**src/rtl/core/ghcs_pkg.sv**
```systemverilog
// shared types and constants for the gripper homing calibration sequencer
`default_nettype none
package ghcs_pkg;

    typedef struct packed {
        logic               action;
        logic signed [31:0] joint_position;
        logic signed [31:0] joint_velocity;
        logic [39:0]        odometer;
        logic signed [31:0] actuator_position;
    } ghcs_in_t;

    typedef struct packed {
        logic               command_valid;
        logic signed [31:0] command_position;
        logic               drive_enable;
        logic               zero_write;
        logic signed [31:0] actuator_zero;
        logic               calibrated;
        logic [1:0]         fault;
        logic [2:0]         phase;
    } ghcs_out_t;

    // phase codes
    localparam logic [2:0] PH_INIT    = 3'd0;
    localparam logic [2:0] PH_START   = 3'd1;
    localparam logic [2:0] PH_CLOSE   = 3'd2;
    localparam logic [2:0] PH_BACKOFF = 3'd3;
    localparam logic [2:0] PH_TOP     = 3'd4;
    localparam logic [2:0] PH_HOME    = 3'd5;
    localparam logic [2:0] PH_CAL     = 3'd6;
    // unused code, behaves as calibrated
    localparam logic [2:0] PH_SPARE   = 3'd7;

    // fault codes
    localparam logic [1:0] FLT_NONE      = 2'd0;
    localparam logic [1:0] FLT_NOT_MOVED = 2'd1;
    localparam logic [1:0] FLT_WRONG     = 2'd2;
    localparam logic [1:0] FLT_MISSING   = 2'd3;

    // configuration register indexes
    localparam logic CFG_STOP_VEL = 1'b0;
    localparam logic CFG_SETTLE   = 1'b1;

    // goal positions in nm
    localparam logic signed [31:0] G_MT_TOP     = 32'sd16500000;
    localparam logic signed [31:0] G_EMPTY      = 32'sd15000000;
    localparam logic signed [31:0] G_OPEN       = 32'sd11300000;
    localparam logic signed [31:0] G_BO_INSTALL = 32'sd700000;
    localparam logic signed [31:0] G_WRONG      = 32'sd9000000;
    localparam logic signed [31:0] G_BO_BOTTOM  = 32'sd3000000;
    localparam logic signed [31:0] G_MT_CLOSED  = -32'sd4000000;
    localparam logic signed [31:0] G_MT_BOTTOM  = -32'sd17000000;

    localparam logic [40:0] ODO_MIN_MOVE = 41'd1000000;
    localparam logic [1:0]  CLOSE_PASSES = 2'd2;

    localparam logic [30:0] STOP_VEL_RESET = 31'd1000000;
    localparam logic [15:0] SETTLE_RESET   = 16'd600;

    // clamp a wide signed sum into the signed 32 bit range
    function automatic logic signed [31:0] sat32(input logic signed [33:0] v);
        logic signed [31:0] r;
        if (v > 34'sd2147483647) begin
            r = 32'sh7FFFFFFF;
        end else if (v < -34'sd2147483648) begin
            r = 32'sh80000000;
        end else begin
            r = v[31:0];
        end
        return r;
    endfunction

endpackage
`default_nettype wire

```
**src/rtl/core/gripper_homing_calibration_sequencer.sv**
```systemverilog
// top level of the gripper homing calibration sequencer
//
// usage:
//   s_ channel carries one control tick item per cycle at most (valid/ready);
//   action=1 restarts the sequence and clears the actuator zero.
//   m_ channel returns exactly one result item per input item, in order.
//   cfg_wr_en/cfg_index/cfg_wdata write the stop velocity limit (index 0)
//   and the settle tick count (index 1); write only while the block is idle.
// path: an accepted item waits in the input register until the result register
//   is empty or being taken, is evaluated by the phase logic and lands in the
//   result register, where m_valid rises with it.
// throughput: one item per cycle while m_ready stays high; the phase state
//   update is one pass of compares and adds between input and result registers.
// reset: aresetn low (synchronous) empties both registers, puts the phase
//   to init, clears all counters, the zero offset and the calibrated flag,
//   and loads the register defaults (1000000 nm/s, 600 ticks).
// stall: when m_ready is low the result holds; one more item is taken into
//   the input register, then s_ready drops until the result is taken.
`default_nettype none
module gripper_homing_calibration_sequencer
    import ghcs_pkg::*;
(
    input  wire logic        aclk,
    input  wire logic        aresetn,
    input  wire logic        s_valid,
    output logic             s_ready,
    input  wire ghcs_in_t    s_item,
    output logic             m_valid,
    input  wire logic        m_ready,
    output ghcs_out_t        m_item,
    input  wire logic        cfg_wr_en,
    input  wire logic        cfg_index,
    input  wire logic [30:0] cfg_wdata
);

    // configuration registers
    logic [30:0] stop_vel_reg;
    logic [15:0] settle_reg;

    // pipeline registers
    logic      in_valid_reg;
    ghcs_in_t  in_item_reg;
    logic      out_valid_reg;
    ghcs_out_t out_item_reg;
    logic      advance;

    // sequencer state
    logic [2:0]         phase_reg, phase_next;
    logic [15:0]        stop_cnt_reg, stop_cnt_next;
    logic [1:0]         close_cnt_reg, close_cnt_next;
    logic signed [31:0] zero_off_reg, zero_off_next;
    logic [39:0]        odo_mark_reg, odo_mark_next;
    logic               cal_reg, cal_next;
    logic               hold_reg, hold_next;
    ghcs_out_t          res;

    // output stage moves when empty or taken; input stage then drains into it
    assign advance = in_valid_reg && (!out_valid_reg || m_ready);
    assign s_ready = !in_valid_reg || advance;
    assign m_valid = out_valid_reg;
    assign m_item  = out_item_reg;

    always_ff @(posedge aclk) begin
        if (!aresetn) begin
            stop_vel_reg <= STOP_VEL_RESET;
            settle_reg   <= SETTLE_RESET;
        end else if (cfg_wr_en) begin
            unique case (cfg_index)
                CFG_STOP_VEL: stop_vel_reg <= cfg_wdata;
                CFG_SETTLE:   settle_reg   <= cfg_wdata[15:0];
                default:      stop_vel_reg <= stop_vel_reg;
            endcase
        end
    end

    // single pass of the phase logic on the item in the input register
    always_comb begin
        logic [31:0]        mag;
        logic               settled;
        logic               not_moved;
        logic signed [33:0] cmd_wide;
        logic               cvalid;
        logic               drive;
        logic               zwrite;
        logic signed [31:0] azero;
        logic [1:0]         flt;
        logic signed [31:0] pos;

        pos            = in_item_reg.joint_position;
        phase_next     = phase_reg;
        stop_cnt_next  = stop_cnt_reg;
        close_cnt_next = close_cnt_reg;
        zero_off_next  = zero_off_reg;
        odo_mark_next  = odo_mark_reg;
        cal_next       = cal_reg;
        hold_next      = hold_reg;
        cvalid         = 1'b0;
        drive          = 1'b0;
        zwrite         = 1'b0;
        azero          = '0;
        flt            = FLT_NONE;
        cmd_wide       = '0;

        // exact speed magnitude, -2^31 gives 2^31 which is never below the limit
        mag = in_item_reg.joint_velocity[31]
            ? (32'd0 - 32'(in_item_reg.joint_velocity))
            : 32'(in_item_reg.joint_velocity);
        not_moved = ({1'b0, in_item_reg.odometer} < ({1'b0, odo_mark_reg} + ODO_MIN_MOVE));

        if (in_item_reg.action) begin
            phase_next = PH_INIT;
            cal_next   = 1'b0;
            zwrite     = 1'b1;
            settled    = 1'b0;
        end else begin
            drive = (phase_reg != PH_CAL) && (phase_reg != PH_SPARE);
            if (!cal_reg && (mag < {1'b0, stop_vel_reg})) begin
                if (stop_cnt_reg != 16'hFFFF) begin
                    stop_cnt_next = stop_cnt_reg + 16'd1;
                end
            end else begin
                stop_cnt_next = '0;
            end
            settled = (stop_cnt_next > settle_reg);

            unique case (phase_reg)
                PH_INIT: begin
                    phase_next = PH_START;
                end
                PH_START: begin
                    close_cnt_next = '0;
                    stop_cnt_next  = '0;
                    zwrite         = 1'b1;
                    cal_next       = 1'b0;
                    zero_off_next  = pos;
                    odo_mark_next  = in_item_reg.odometer;
                    cvalid         = 1'b1;
                    cmd_wide       = 34'(G_MT_BOTTOM) + 34'(pos);
                    phase_next     = PH_CLOSE;
                end
                PH_CLOSE: begin
                    if (settled) begin
                        stop_cnt_next = '0;
                        cvalid        = 1'b1;
                        if (close_cnt_reg != 2'd3) begin
                            close_cnt_next = close_cnt_reg + 2'd1;
                        end
                        if (close_cnt_next < CLOSE_PASSES) begin
                            zero_off_next = pos;
                            cmd_wide      = 34'(G_BO_BOTTOM) + 34'(pos);
                            phase_next    = PH_BACKOFF;
                        end else begin
                            // second bottom reached: latch the actuator zero
                            zwrite        = 1'b1;
                            azero         = in_item_reg.actuator_position;
                            zero_off_next = '0;
                            cmd_wide      = 34'(G_MT_TOP);
                            phase_next    = PH_TOP;
                        end
                    end
                end
                PH_BACKOFF: begin
                    if (settled) begin
                        if (not_moved) begin
                            flt = FLT_NOT_MOVED;
                        end
                        stop_cnt_next = '0;
                        cvalid        = 1'b1;
                        cmd_wide      = 34'(G_MT_CLOSED) + 34'(zero_off_reg);
                        phase_next    = PH_CLOSE;
                    end
                end
                PH_TOP: begin
                    if (settled) begin
                        stop_cnt_next = '0;
                        cvalid        = 1'b1;
                        if (pos < G_WRONG) begin
                            flt      = FLT_WRONG;
                            cmd_wide = 34'(G_BO_BOTTOM) + 34'(zero_off_reg);
                        end else if (pos > G_EMPTY) begin
                            flt      = FLT_MISSING;
                            cmd_wide = 34'(pos) - 34'(G_BO_INSTALL) + 34'(zero_off_reg);
                        end else begin
                            cmd_wide = 34'(G_OPEN) + 34'(zero_off_reg);
                        end
                        odo_mark_next = in_item_reg.odometer;
                        phase_next    = PH_HOME;
                    end
                end
                PH_HOME: begin
                    if (settled) begin
                        if (not_moved) begin
                            flt = FLT_NOT_MOVED;
                        end
                        stop_cnt_next = '0;
                        cal_next      = 1'b1;
                        hold_next     = 1'b0;
                        phase_next    = PH_CAL;
                    end
                end
                default: begin
                    // calibrated (and the unused code): one hold command
                    if (!hold_reg) begin
                        hold_next = 1'b1;
                        cvalid    = 1'b1;
                        cmd_wide  = 34'(pos);
                        drive     = 1'b1;
                    end
                end
            endcase
        end

        res.command_valid    = cvalid;
        res.command_position = cvalid ? sat32(cmd_wide) : 32'sd0;
        res.drive_enable     = drive;
        res.zero_write       = zwrite;
        res.actuator_zero    = azero;
        res.calibrated       = cal_next;
        res.fault            = flt;
        res.phase            = phase_next;
    end

    // control state
    always_ff @(posedge aclk) begin
        if (!aresetn) begin
            in_valid_reg  <= 1'b0;
            out_valid_reg <= 1'b0;
            phase_reg     <= PH_INIT;
            stop_cnt_reg  <= '0;
            close_cnt_reg <= '0;
            zero_off_reg  <= '0;
            odo_mark_reg  <= '0;
            cal_reg       <= 1'b0;
            hold_reg      <= 1'b0;
        end else begin
            if (s_valid && s_ready) begin
                in_valid_reg <= 1'b1;
            end else if (advance) begin
                in_valid_reg <= 1'b0;
            end
            if (advance) begin
                out_valid_reg <= 1'b1;
                phase_reg     <= phase_next;
                stop_cnt_reg  <= stop_cnt_next;
                close_cnt_reg <= close_cnt_next;
                zero_off_reg  <= zero_off_next;
                odo_mark_reg  <= odo_mark_next;
                cal_reg       <= cal_next;
                hold_reg      <= hold_next;
            end else if (m_ready) begin
                out_valid_reg <= 1'b0;
            end
        end
    end

    // payload
    always_ff @(posedge aclk) begin
        if (s_valid && s_ready) begin
            in_item_reg <= s_item;
        end
        if (advance) begin
            out_item_reg <= res;
        end
    end

endmodule
`default_nettype wire

```
**config.mk**
```make
export PLATFORM = sky130hd
export DESIGN_NAME = gripper_homing_calibration_sequencer
export DESIGN_NICKNAME = d
export VERILOG_FILES = /design/src/rtl/core/ghcs_pkg.sv /design/src/rtl/core/gripper_homing_calibration_sequencer.sv
export SDC_FILE = /design/constraint.sdc
export NUM_CORES = 1
export LEC_CHECK = 0
export ABC_AREA = 1
export BUFFER_PORTS_ARGS = -buffer_cell sky130_fd_sc_hd__buf_2
export CAP_MARGIN = 15
export CORE_MARGIN = 2
export CORE_UTILIZATION = 40
export CTS_BUF_LIST = sky130_fd_sc_hd__clkbuf_4 sky130_fd_sc_hd__clkbuf_8
export CTS_CLUSTER_SIZE = 16
export DETAILED_ROUTE_END_ITERATION = 10
export PLACE_DENSITY = 0.62
export RECOVER_POWER = 25
export SLEW_MARGIN = 20
export SYNTH_ARGS = -nofsm -noshare
export SYNTH_HDL_FRONTEND = slang
export SYNTH_SLANG_ARGS = --single-unit
```
**constraint.sdc**
```tcl
create_clock -name aclk -period 6.3 [get_ports aclk]
set_clock_uncertainty 0.05 [all_clocks]
set_input_delay 0.945 -clock aclk [delete_from_list [all_inputs] [get_ports aclk]]
set_output_delay 0.945 -clock aclk [all_outputs]
set_load 0.05 [all_outputs]
```
==> Yosys cells after proc, flatten, opt, wreduce, memory -nomap -nowiden <==
Cells that the tools add are included.
{ "word_totals": {"register_bits": 354, "inputBits": 174, "elab_cells": 149} }
{ "op_classes": {"n_addsub": 11, "order_cmp": 8, "eq_ne": 12, "mux": 59, "bitwise": 6, "n_reduce_logical": 28} }
{ "ops": {"columns": ["operator", "n"], "rows": [
  ["34-bit 2-to-1 mux", 8],
  ["34-bit one-hot mux with 5 select lines", 1],
  ["32-bit 2-to-1 mux", 4],
  ["23-bit by 32-bit adder with 33-bit output (first input constant)", 3],
  ["40-bit one-hot mux with 2 select lines", 1],
  ["16-bit 2-to-1 mux", 4],
  ["32-bit one-hot mux with 2 select lines", 1],
  ["40-bit by 20-bit adder with 41-bit output (second input constant)", 1],
  ["40-bit by 41-bit < comparator with 1-bit output", 1],
  ["40-bit 2-to-1 mux", 1],
  ["33-bit by 32-bit adder with 34-bit output", 1],
  ["34-bit by 32-bit > comparator with 1-bit output (second input constant)", 1],
  ["34-bit by 32-bit < comparator with 1-bit output (second input constant)", 1],
  ["25-bit by 32-bit adder with 33-bit output (first input constant)", 1],
  ["26-bit by 32-bit adder with 33-bit output (first input constant)", 1],
  ["32-bit by 21-bit subtractor with 33-bit output (second input constant)", 1],
  ["32-bit by 25-bit > comparator with 1-bit output (second input constant)", 1],
  ["32-bit by 25-bit < comparator with 1-bit output (second input constant)", 1],
  ["32-bit by 31-bit < comparator with 1-bit output", 1],
  ["16-bit one-hot mux with 2 select lines", 1],
  ["1-bit by 32-bit subtractor with 32-bit output (first input constant)", 1],
  ["31-bit 2-to-1 mux", 1],
  ["3-bit 2-to-1 mux", 6],
  ["3-bit one-hot mux with 6 select lines", 1],
  ["other kinds (28)", 80]
]} }

==> Logic depth before layout (Yosys ltp) <==
{ "logic_depth": {"depth_word": 18, "depth_mapped": 44, "mapped_depth_nobuf": 41} }

==> Worst setup path after synthesis <==
No wires, ideal clock.
{ "synth_path": {"path_kind": "register to register", "startpoint": "reg in_item_reg[72] in the netlist's numbering", "endpoint": "reg out_item_reg (netlist bit m_item[70]), data pin", "setup_ns": 0.254, "arrival_time_ns": 4.889, "t_required_ns": 5.996, "path_slack_ns": 1.107, "path_stages_with_launch": 41, "path_buffers": 3, "period_less_slack_ns": 5.193, "cell_sequence": "edfxtp_1 > inv_1 > ha_1 > inv_1 > nor3_1 > nand2_1 > nor3_2 > nand3_1 > nand3b_1 > nor2_1 > nand2_1 > o31ai_1 > xor2_1 > ha_1 > a21oi_1 > nor2_1 > a211oi_1 > nor2_1 > (+5 left out) > nor2_1 > ha_1 > nand2_1 > inv_1 > o21ai_0 > a21oi_1 > nor2_1 > nand2_1 > nand2_1 > buf_2 > o21ai_1 > nor2_2 > nand2_1 > nand2_1 > nand2_1 > nand2_2 > buf_6 > nand2_1"} }
{ "synth_between": {"elab_chain_len": 13, "word_cells_on_any_way": 19} }
{ "synth_lines": {"columns": ["element", "line", "source"], "rows": [
  ["start, declared", "gripper_homing_calibration_sequencer.sv:42", "ghcs_in_t in_item_reg;"],
  ["start signal, assigned", "gripper_homing_calibration_sequencer.sv:259", "in_item_reg <= s_item;"],
  ["1-bit by 32-bit subtractor with 32-bit output", "gripper_homing_calibration_sequencer.sv:106", "? (32'd0 - 32'(in_item_reg.joint_velocity))"],
  ["32-bit 2-to-1 mux (*)", "gripper_homing_calibration_sequencer.sv:106", null],
  ["32-bit by 31-bit < comparator with 1-bit output (*)", "gripper_homing_calibration_sequencer.sv:117", "if (!cal_reg && (mag < {1'b0, stop_vel_reg})) begin"],
  ["1-bit logical AND (*)", "gripper_homing_calibration_sequencer.sv:117", null],
  ["16-bit 2-to-1 mux (*)", "gripper_homing_calibration_sequencer.sv:117", null],
  ["16-bit 2-to-1 mux (*)", "gripper_homing_calibration_sequencer.sv:110", "if (in_item_reg.action) begin"],
  ["16-bit > comparator (*)", "gripper_homing_calibration_sequencer.sv:124", "settled = (stop_cnt_next > settle_reg);"],
  ["34-bit 2-to-1 mux, on equally long branches", "gripper_homing_calibration_sequencer.sv:174, gripper_homing_calibration_sequencer.sv:142, gripper_homing_calibration_sequencer.sv:163", null],
  ["34-bit one-hot mux with 5 select lines", "gripper_homing_calibration_sequencer.sv:126", "unique case (phase_reg)"],
  ["34-bit 2-to-1 mux", "gripper_homing_calibration_sequencer.sv:110", null],
  ["34-bit by 32-bit < comparator with 1-bit output", "ghcs_pkg.sv:66", "end else if (v < -34'sd2147483648) begin"],
  ["32-bit 2-to-1 mux", "ghcs_pkg.sv:66", null],
  ["31-bit 2-to-1 mux", "ghcs_pkg.sv:64", "if (v > 34'sd2147483647) begin"],
  ["end signal, assigned", "gripper_homing_calibration_sequencer.sv:262", "out_item_reg <= res;"],
  ["end, declared", "gripper_homing_calibration_sequencer.sv:44", "ghcs_out_t out_item_reg;"]
]} }
Mark *: on every way between the ends. The rest lies on a longest branch, timed or not. The select of a mux whose other input is x is not followed.
A chain may end at the register's enable or synchronous reset.

==> Worst setup path after layout <==
{ "layout_path": {"startpoint": "reg in_item_reg[72] in the netlist's numbering", "endpoint": "reg out_item_reg (netlist bit m_item[46]), data pin"} }
Same word-level chain as after synthesis.

==> results summary <==
By startpoint and endpoint, the worst setup path is classified as reg2reg. The sequential share of power came out at 43.6%. The top-level port count is 249. In this run the most used layer during global routing was met2.

The total core area is 0.06308 mm2. The power dissipated by switching net loads is 1.917 mW. The post-layout instance area came out at 0.02895 mm2. The remaining design rule violation count came out at 0. The worst setup path is launched from a flip-flop. The largest incremental delay on the critical path is 0.39 ns.

The synthesized netlist cell count came out at 3618. The maximum fanout along the worst path came out at 19. The final number of max-transition violations is 0. The library cell used most frequently in the layout, excluding fill and tap cells, is sky130_fd_sc_hd__nand2_1. The register cell area after layout is 0.009189 mm2. The initial core utilization came out at 40.49%.

The data arrival at the endpoint of the critical path came out at 6.10 ns. The total overflow reported by the global router is 0. The number of flops mapped to enable cells by yosys is 210. The fraction of layout cells with a size suffix above 1 is 12.10%.

After synthesis, the netlist uses 61 different library cells. The overall fraction of global-route tracks in use came out at 26.48%. The sequential-to-total area share from yosys stat came out at 35.98%. Summed over all cells, the static leakage comes to 13.47 nW.

The post-route minimum period is 5.759 ns. The number of violations of the max-capacitance limit is 0. The instance count after placement with tap cells included came out at 4613. The die outline width came out at 256.7 um. The final setup violation count came out at 0.

The number of placement rows came out at 92. The number of vias per cell is 5.291. The flow ran to the end, and the final reports show no timing, DRC or antenna violations. The placed cell area came out at 0.02743 mm2.

The first-pass GRT wire length came out at 135.7 mm. Cell internal power was estimated by the tool at 4.216 mW. The remaining antenna violation count after routing is 0. The synthesized net count came out at 3952. Of the total power, the share spent switching nets is 31.26%. Across the VDD grid, the largest voltage drop is 170.8 uV. Setup slack closes at 0.5409 ns. The number of global-route vias before repair is 23520.

The root cell of the clock tree is sky130_fd_sc_hd__clkbuf_8. The maximum clock rate came out at 173.6 MHz. The vias after detailed routing came out at 25090. In this design, the critical path's most frequently occurring cell is sky130_fd_sc_hd__nand2_1. The combinational fraction of design power came out at 18.2%.

The area growth from synthesis to layout came out at 13.35%. The iteration-0 DRC count of the detailed router came out at 2307. The total power density per cell area is 211.8 mW/mm2.

The transition time of the tightest slew-check pin is 0.9340 ns. In this run the tool buffered the top-level ports with 248 buffer cells. The routed wirelength normalized by instance count came out at 18.82 um.

The number of buffers and inverters on the critical path came out at 7. The die footprint is 0.06589 mm2. The register clock-pin slew on the reported worst setup and hold paths came out at 0.06 ns. Cells fill 45.90% of the core in the end.

The net count of the finished layout is 4175. The clock latency reported for the late side of the worst-skew pair is 0.67 ns. The number of optimization iterations in the first detailed-route pass came out at 6.

Leaving out fill and tap cells, the most frequent cells in the layout are 906 x sky130_fd_sc_hd__nand2_1, 450 x sky130_fd_sc_hd__inv_1, 428 x sky130_fd_sc_hd__nor2_1, 261 x sky130_fd_sc_hd__nand3_1, 260 x sky130_fd_sc_hd__a21oi_1. The placer congestion estimate is 0.9981. The relative contribution of the clock network to total power is 38.2%. The most used flip-flop cell after synthesis is sky130_fd_sc_hd__edfxtp_1. The number of levels the H-tree was split into came out at 3. The minimum hold slack is 0.4033 ns. The worst max-slew margin expressed relative to the limit came out at 37.35%. STA puts the critical path data required time at 6.64 ns. The kind of cell adding the most delay to the critical path is simple AND/OR/NAND/NOR gates.

For met3 alone, demand over resource in global routing was 5.150%. The area used by multi-input combinational logic came out at 0.01386 mm2. The critical-path cell with the highest stage delay is sky130_fd_sc_hd__edfxtp_1.

For this run, the number of Yosys warnings is 0. Global routing used 42.20% of the available met2 tracks. The total of fill cells in the finished design came out at 6712. After routing, the total negative slack on setup checks comes to 0 ns. The maximum buffer depth of the clock tree is 3. The final cycle utilization of the critical path is 91.42%.

The endpoint kind of the worst setup timing path is a flip-flop. The cell area after synthesis came out at 0.02554 mm2. The path class of the tightest hold or removal check is reg2reg. The share of synthesized registers carrying an async set or reset came out at 0%. The initial antenna violation count is 3. The maximum number of pins on one net before global-route repair is 93.

The CTS sink count is 354. The flip-flop count of the largest register, all copies and words added came out at 137. The total wire length after detailed routing is 89.24 mm. The setup slack at placement is 0.04189 ns.

The synthesized area per cell came out at 7.060 um2. The height of the die is 256.7 um. The TritonCTS buffer count came out at 67.

The number of standard cells in the layout, taps in and fillers out came out at 4741. Counting flops and latches in the post-synthesis netlist gives 354. The post-layout total power came out at 6.133 mW. The final-report hold violation count came out at 0.

The CTS tree is done. The met1 track demand over resource in global routing came out at 34.70%. The placed wire-length estimate after detailed placement is 67.30 mm.
-- worst reg2reg max path, delay by kind of cell, from the launching register on --
family | cells | cell delay (ns)
xor+xnor | 1 | 0.17
simple gates | 24 | 2.46
fa+ha+maj | 3 | 0.61
buf+inv | 7 | 0.90
flops | 1 | 0.39
compound gates | 5 | 0.88
-- synthesized netlist by cell type, drive strengths merged, types with 48 or more instances --
cell,instances,share of area [%]
clkbuf,60,0.88
inv,480,7.1
edfxtp,210,25
ha,159,7.8
nand4,82,2.0
xor2,71,2.4
buf,69,1.8
nand3,267,5.4
nor2,451,7.1
dfxtp,144,11
nand2,921,14
nor3,48,1.0
o21ai,205,4.0
a21oi,262,5.2
-- cell type report --
class	instances	share of cell area (%)
Timing Repair Buffer	283	5.454
Clock buffer	85	3.695
Tap cell	846	3.656
Multi-Input combinational cell	2640	47.86
Inverter	495	6.547
Sequential cell	354	31.74
Clock inverter	37	1.037
Antenna cell	1	0.008643
-- power groups by stage --
stage,Combinational (mW),Sequential (mW),Clock [mW]
global placement,1.08,2.72,0
floorplan,0.700,2.75,0
detailed placement,1.09,2.72,0
CTS,1.09,2.67,2.42
global route,1.24,2.68,2.51
finish,1.12,2.67,2.34
-- logic make-up after synthesis --
kind of cell	count (synthesis)	share of synthesized area, %
AOI/OAI and AO/OA	583	12.64
DFF	354	35.98
xor gates and xnor gates	104	3.566
adders and majority gates	160	7.867
and+or+nand+nor	1793	29.87
buffers and inverters	624	10.08
-- metal layers --
| metal | vias up | routed length (um) |
|---|---|---|
| li1 | 12410 | - |
| met1 | 11430 | 37910 |
| met2 | 1039 | 40020 |
| met3 | 206 | 7461 |
| met4 | 4 | 3829 |
| met5 | - | 24 |
-- worst paths after layout --
path | slack, ns | end | start | cells after the start
worst min register to register | 0.40 | odo_mark_reg[0] | odo_mark_reg[0] | 2
worst min-delay path | 0.40 | odo_mark_reg[0] | odo_mark_reg[0] | 2
worst max register to register | 0.54 | m_item[46] | in_item_reg[72] | 40
worst max-delay path | 0.54 | m_item[46] | in_item_reg[72] | 40
-- repair_timing --
| item | CTS | global route |
|---|---|---|
| hold buffers | 0 | 0 |
| gates resized for setup | 0 | 25 |
| hold endpoints to repair | 0 | 0 |
| setup endpoints to repair | 0 | 160 |
| setup buffers | 0 | 4 |
Power figures use the tool's default switching activity.
